$ cat src/rtl/qpb_pkg.sv
// Shared types, constants and helpers for the quadrature phase binning block.
// No dependencies.
package qpb_pkg;

  localparam int unsigned MaxCardBins  = 32;
  localparam int unsigned MaxRespBins  = 32;
  localparam int unsigned SampleBits   = 16;
  localparam int unsigned CountBits    = 16;
  localparam int unsigned CordicSteps  = 24;
  localparam int unsigned CordicWidth  = 49;
  localparam int unsigned FrontLatency = CordicSteps + 3;
  localparam int unsigned QueueDepth   = 4;
  localparam int unsigned AddrBits     = 5;

  typedef enum logic [2:0] {
    REG_CARD_COUNT  = 3'd0,
    REG_RESP_COUNT  = 3'd1,
    REG_CARD_OFFSET = 3'd2,
    REG_RESP_OFFSET = 3'd3,
    REG_CARD_SWAP   = 3'd4,
    REG_RESP_SWAP   = 3'd5
  } reg_idx_e;

  typedef struct packed {
    logic [5:0]  card_count;
    logic [5:0]  resp_count;
    logic [15:0] card_offset;
    logic [15:0] resp_offset;
    logic        card_swap;
    logic        resp_swap;
  } cfg_t;

  function automatic logic [8:0] clamp_bins(logic [5:0] cnt, int unsigned lim);
    logic [8:0] n;
    n = {3'd0, cnt};
    if (cnt == 6'd0) begin
      n = 9'd1;
    end else if (32'(cnt) > lim) begin
      n = 9'(lim);
    end
    return n;
  endfunction

  function automatic logic [31:0] step_angle(int unsigned i);
    logic [31:0] a;
    case (i)
      0:  a = 32'h20000000;
      1:  a = 32'h12E4051D;
      2:  a = 32'h09FB385B;
      3:  a = 32'h051111D4;
      4:  a = 32'h028B0D43;
      5:  a = 32'h0145D7E1;
      6:  a = 32'h00A2F61E;
      7:  a = 32'h00517C55;
      8:  a = 32'h0028BE53;
      9:  a = 32'h00145F2F;
      10: a = 32'h000A2F98;
      11: a = 32'h000517CC;
      12: a = 32'h00028BE6;
      13: a = 32'h000145F3;
      14: a = 32'h0000A2F9;
      15: a = 32'h0000517C;
      16: a = 32'h000028BE;
      17: a = 32'h0000145F;
      18: a = 32'h00000A2F;
      19: a = 32'h00000517;
      20: a = 32'h0000028B;
      21: a = 32'h00000145;
      22: a = 32'h000000A2;
      23: a = 32'h00000051;
      default: a = 32'h0;
    endcase
    return a;
  endfunction

endpackage

$ cat src/rtl/qpb_fifo.sv
// Short transfer queue between front end and histogram.
// Depends on qpb_pkg.
module qpb_fifo #(
  parameter int unsigned DW    = 11,
  parameter int unsigned DEPTH = qpb_pkg::QueueDepth
) (
  input  logic          clk_i,
  input  logic          rst_ni,
  input  logic          valid_i,
  output logic          ready_o,
  input  logic [DW-1:0] data_i,
  output logic          valid_o,
  input  logic          ready_i,
  output logic [DW-1:0] data_o
);

  localparam int unsigned PW = (DEPTH > 1) ? $clog2(DEPTH) : 1;
  localparam int unsigned CW = $clog2(DEPTH + 1);

  logic [DW-1:0] buf_q [DEPTH];
  logic [PW-1:0] wr_q, wr_d, rd_q, rd_d;
  logic [CW-1:0] cnt_q, cnt_d;
  logic          push, pop;

  assign ready_o = cnt_q != CW'(DEPTH);
  assign valid_o = cnt_q != '0;
  assign push    = valid_i && ready_o;
  assign pop     = valid_o && ready_i;
  assign data_o  = buf_q[rd_q];

  always_comb begin
    wr_d  = wr_q;
    rd_d  = rd_q;
    cnt_d = cnt_q;
    if (push) begin
      wr_d = (wr_q == PW'(DEPTH - 1)) ? '0 : wr_q + 1'b1;
    end
    if (pop) begin
      rd_d = (rd_q == PW'(DEPTH - 1)) ? '0 : rd_q + 1'b1;
    end
    if (push && !pop) begin
      cnt_d = cnt_q + 1'b1;
    end else if (pop && !push) begin
      cnt_d = cnt_q - 1'b1;
    end
  end

  always_ff @(posedge clk_i or negedge rst_ni) begin
    if (!rst_ni) begin
      wr_q  <= '0;
      rd_q  <= '0;
      cnt_q <= '0;
    end else begin
      wr_q  <= wr_d;
      rd_q  <= rd_d;
      cnt_q <= cnt_d;
    end
  end

  always_ff @(posedge clk_i) begin
    if (push) begin
      buf_q[wr_q] <= data_i;
    end
  end

endmodule

$ cat config.mk
export PLATFORM = sky130hd
export DESIGN_NAME = qpb_fifo
export DESIGN_NICKNAME = d
export VERILOG_FILES = /design/src/rtl/qpb_pkg.sv /design/src/rtl/qpb_fifo.sv
export SDC_FILE = /design/constraint.sdc
export NUM_CORES = 1
export LEC_CHECK = 0
export BUFFER_PORTS_ARGS = -buffer_cell sky130_fd_sc_hd__buf_2
export CORE_MARGIN = 2
export CORE_UTILIZATION = 56
export DETAILED_ROUTE_END_ITERATION = 10
export PLACE_DENSITY = 0.78
export SYNTH_ARGS = -nofsm -noshare
export SYNTH_HDL_FRONTEND = slang
export SYNTH_SLANG_ARGS = --single-unit
$ cat constraint.sdc
create_clock -name clk_i -period 2.9 [get_ports clk_i]
set_input_delay 0.58 -clock clk_i [delete_from_list [all_inputs] [get_ports clk_i]]
set_output_delay 0.58 -clock clk_i [all_outputs]
set_load 0.005 [all_outputs]
==> results.yml <==
power:
  p_sw_uw: 617
  irDropWorstVdd_mv: 0.696
  p_int_uw: 1650
  p_clk_share_pct: 21.2
  power_density_mw_per_mm2: 976
  leakage_uw: 0.000861
  swShare_pct: 27.3
  share_seq_of_total_power_pct: 49.0
  pwr-share-comb_pct: 29.8
  power.total_uw: 2260
job:
  max_cap_viol_count: 0
route:
  detail_route.wl_per_cell_um: 16.7
  drtIter0Drc: 51
  wirelength_mm: 2.88
  viasPerCell: 5.47
  drcViolationCount: 0
  drtPass1Iterations: 4
  ant_nets: 0
  dr_total_vias: 947
global_routing:
  antenna_found_initial: 0
  use_met1_pct: 19.6
  grt-busiest-layer: "met2"
  grtUsageMet2_pct: 27.6
  grt_pass1_wl_mm: 4.78
  grt_pass1_vias: 1022
  grt_max_degree: 17
  gr-total-overflow: 0
  grtUsageMet3_pct: 5.28
  grt.total_usage_pct: 16.3
die:
  boundaryPins: 28
  core_area_mm2: 0.00342
  die_y_um: 64.1
  die_x_um: 64.1
  num_rows: 21
  initial_utilization_pct: 59.3
  die_area_mm2: 0.00411
clock_network:
  cts_resized: 0
  insertion_delay_ns: 0.37
  cts_buffer_depth: 2
  root_buffer: "clkbuf_4"
  cts_sinks: 51
  path_clk_slew_ns: 0.13
  cts_buffers: 5
  cts_hold_buf: 0
  cts_htree_levels: 2
  cts_tree: "yes"
  cts_setup_buffers: 0
cells_and_area:
  multi_input_area_um2: 505
  nNetsFinal: 148
  finalInstanceArea_mm2: 0.00232
  area_growth_pct: 14.5
  drive_gt1_share_pct: 46.5
  fillerInstances: 240
  seqCellArea_mm2: 0.00150
  antennaDiodeCount: 0
  fin_util_pct: 67.9
synth:
  synth-seq-cells: 51
  seq_area_frac_synth_pct: 73.9
  netlist_instances: 93
  synth_top_cell_area_share_pct: 65.3
  ys_warn_count: 0
  synth_area_mm2: 0.00202
  yosys.area.top_type: "edfxtp_1"
  synth_cell_types: 18
  yosysMostFrequentCell: "edfxtp_1"
  synth_fp_nets: 115
  synth_area_leaders: "edfxtp_1 (65%), mux4_2 (12%), dfrtp_1 (8.7%), ha_1 (3.7%), mux2_2 (1.7%)"
  synth-edff-count: 44
  synth.avg_cell_area_um2: 21.8
  ys_async_sr_fraction_pct: 13.7
  synth-main-ff-cell: "edfxtp_1"
  synth_commonest_cells: "edfxtp_1 (44), mux4_2 (11), dfrtp_1 (7), ha_1 (6), and3_2 (4)"
placement:
  placed_area_mm2: 0.00221
  hpwl_mm: 1.96
  io_buffers: 27
  gp_congestion: 0.681
  dp_slack_ns: 0.713
timing:
  max_slew_margin_pct: 64.5
  max_freq_mhz: 405
  hold_viol_final: 0
  period_share_pct: 85.1
  slew_viol_final: 0
  worst_pin_slew_ns: 0.532
  rsz0062_at_grt: "false"
  finalSetupTns_ns: 0
  setup_viol: 0
  setup_ws_ns: 0.431
  finClkSkew_ns: 0.00929
  post-route-min-period_ns: 2.47
worst_hold_path:
  min_path_type: "in -> async"
worst_setup_path:
  cp.arrival_ns: 1.89
  startpoint_type: "register"
  r2r-start: "cnt_q[1]"
  r2r-end: "cnt_q[2]"
  crit_required_ns: 2.32
  ff2ff_path_depth: 8
  timing.critical_path.to_type: "primary output"
  rrSetupSlack_ns: 0.69
  path_max_fanout: 8
  critPathKind: "reg -> out"
outcome:
  status: "completed"
[power groups by stage]
stage	logic, uW	clock network [uW]	registers, uW
floorplan	511	0	1070
global placement	666	0	1120
finish	674	480	1110
global route	755	514	1140
CTS	693	485	1120
detailed placement	689	0	1130
[routing by layer]
metal | up-vias | part of all wire, %
met5 | - | 0
met4 | 0 | 1.5
met3 | 6 | 4.6
met2 | 19 | 54
met1 | 486 | 40
li1 | 436 | -
[sequential cells by signal, indices dropped and copies added (netlist names)]
signal,cells
cnt_q,3
wr_q,2
rd_q,2
buf_q,44
[metrics by stage]
stage               cells  hold WS [ns]
detailed placement    165         0.420
finish                173        0.0165
floorplan              93         0.284
CTS                   173       0.00749
global placement      165         0.419
global route          173       0.00398
[cell families after synthesis]
logic type               after synthesis  share of synthesized area (%)
XOR/XNOR                               3                           1.30
adder cells (fa/ha/maj)                7                           4.70
buffers and inverters                  5                           1.11
flip-flops                            51                           73.9
multiplexers                          16                           15.4
AND/OR/NAND/NOR                       11                           3.58
[how the worst max path moves through the flow]
stage          startpoint         end  slack [ns]
6_report          rd_q[0]  data_o[10]        0.43
2_1_floorplan    cnt_q[1]    cnt_q[2]        0.83
4_1_cts           rd_q[0]  data_o[10]        0.37
3_5_place_dp     cnt_q[1]    cnt_q[2]        0.71
5_1_grt           rd_q[0]  data_o[10]        0.30
3_3_place_gp     cnt_q[0]    cnt_q[2]        0.82
[area by class of cell]
type / instances / share of cell area (%)
flip-flops and latches: 51 / 64.5
multi-input cells: 37 / 21.8
repair buffers: 28 / 6.15
clock inverters: 3 / 2.91
well taps: 46 / 2.48
clock buffers: 5 / 1.62
inverters: 3 / 0.486
[placed cells by master, fill, tap and decap left out]
master	Yosys	routed
ha_1	6	6
mux4_2	11	11
or3b_4	1	1
buf_2	0	27
buf_4	1	1
fa_1	1	1
and2_4	1	1
nand2_1	1	1
and3_2	4	4
or3_2	1	1
bufinv_16	0	2
nor2_1	3	3
inv_1	3	3
dfrtp_1	7	7
mux2_2	3	3
clkbuf_4	0	5
clkinvlp_4	0	1
mux2_4	2	2
xnor2_1	1	1
xor2_1	2	2
edfxtp_1	44	44
[worst max-delay path, cell delays in order (launching register included)]
cell	delay, ns
dfrtp_1	0.58
buf_4	0.27
mux4_2	0.52
buf_2	0.14
Note: power is estimated with default switching activity, not from simulation.
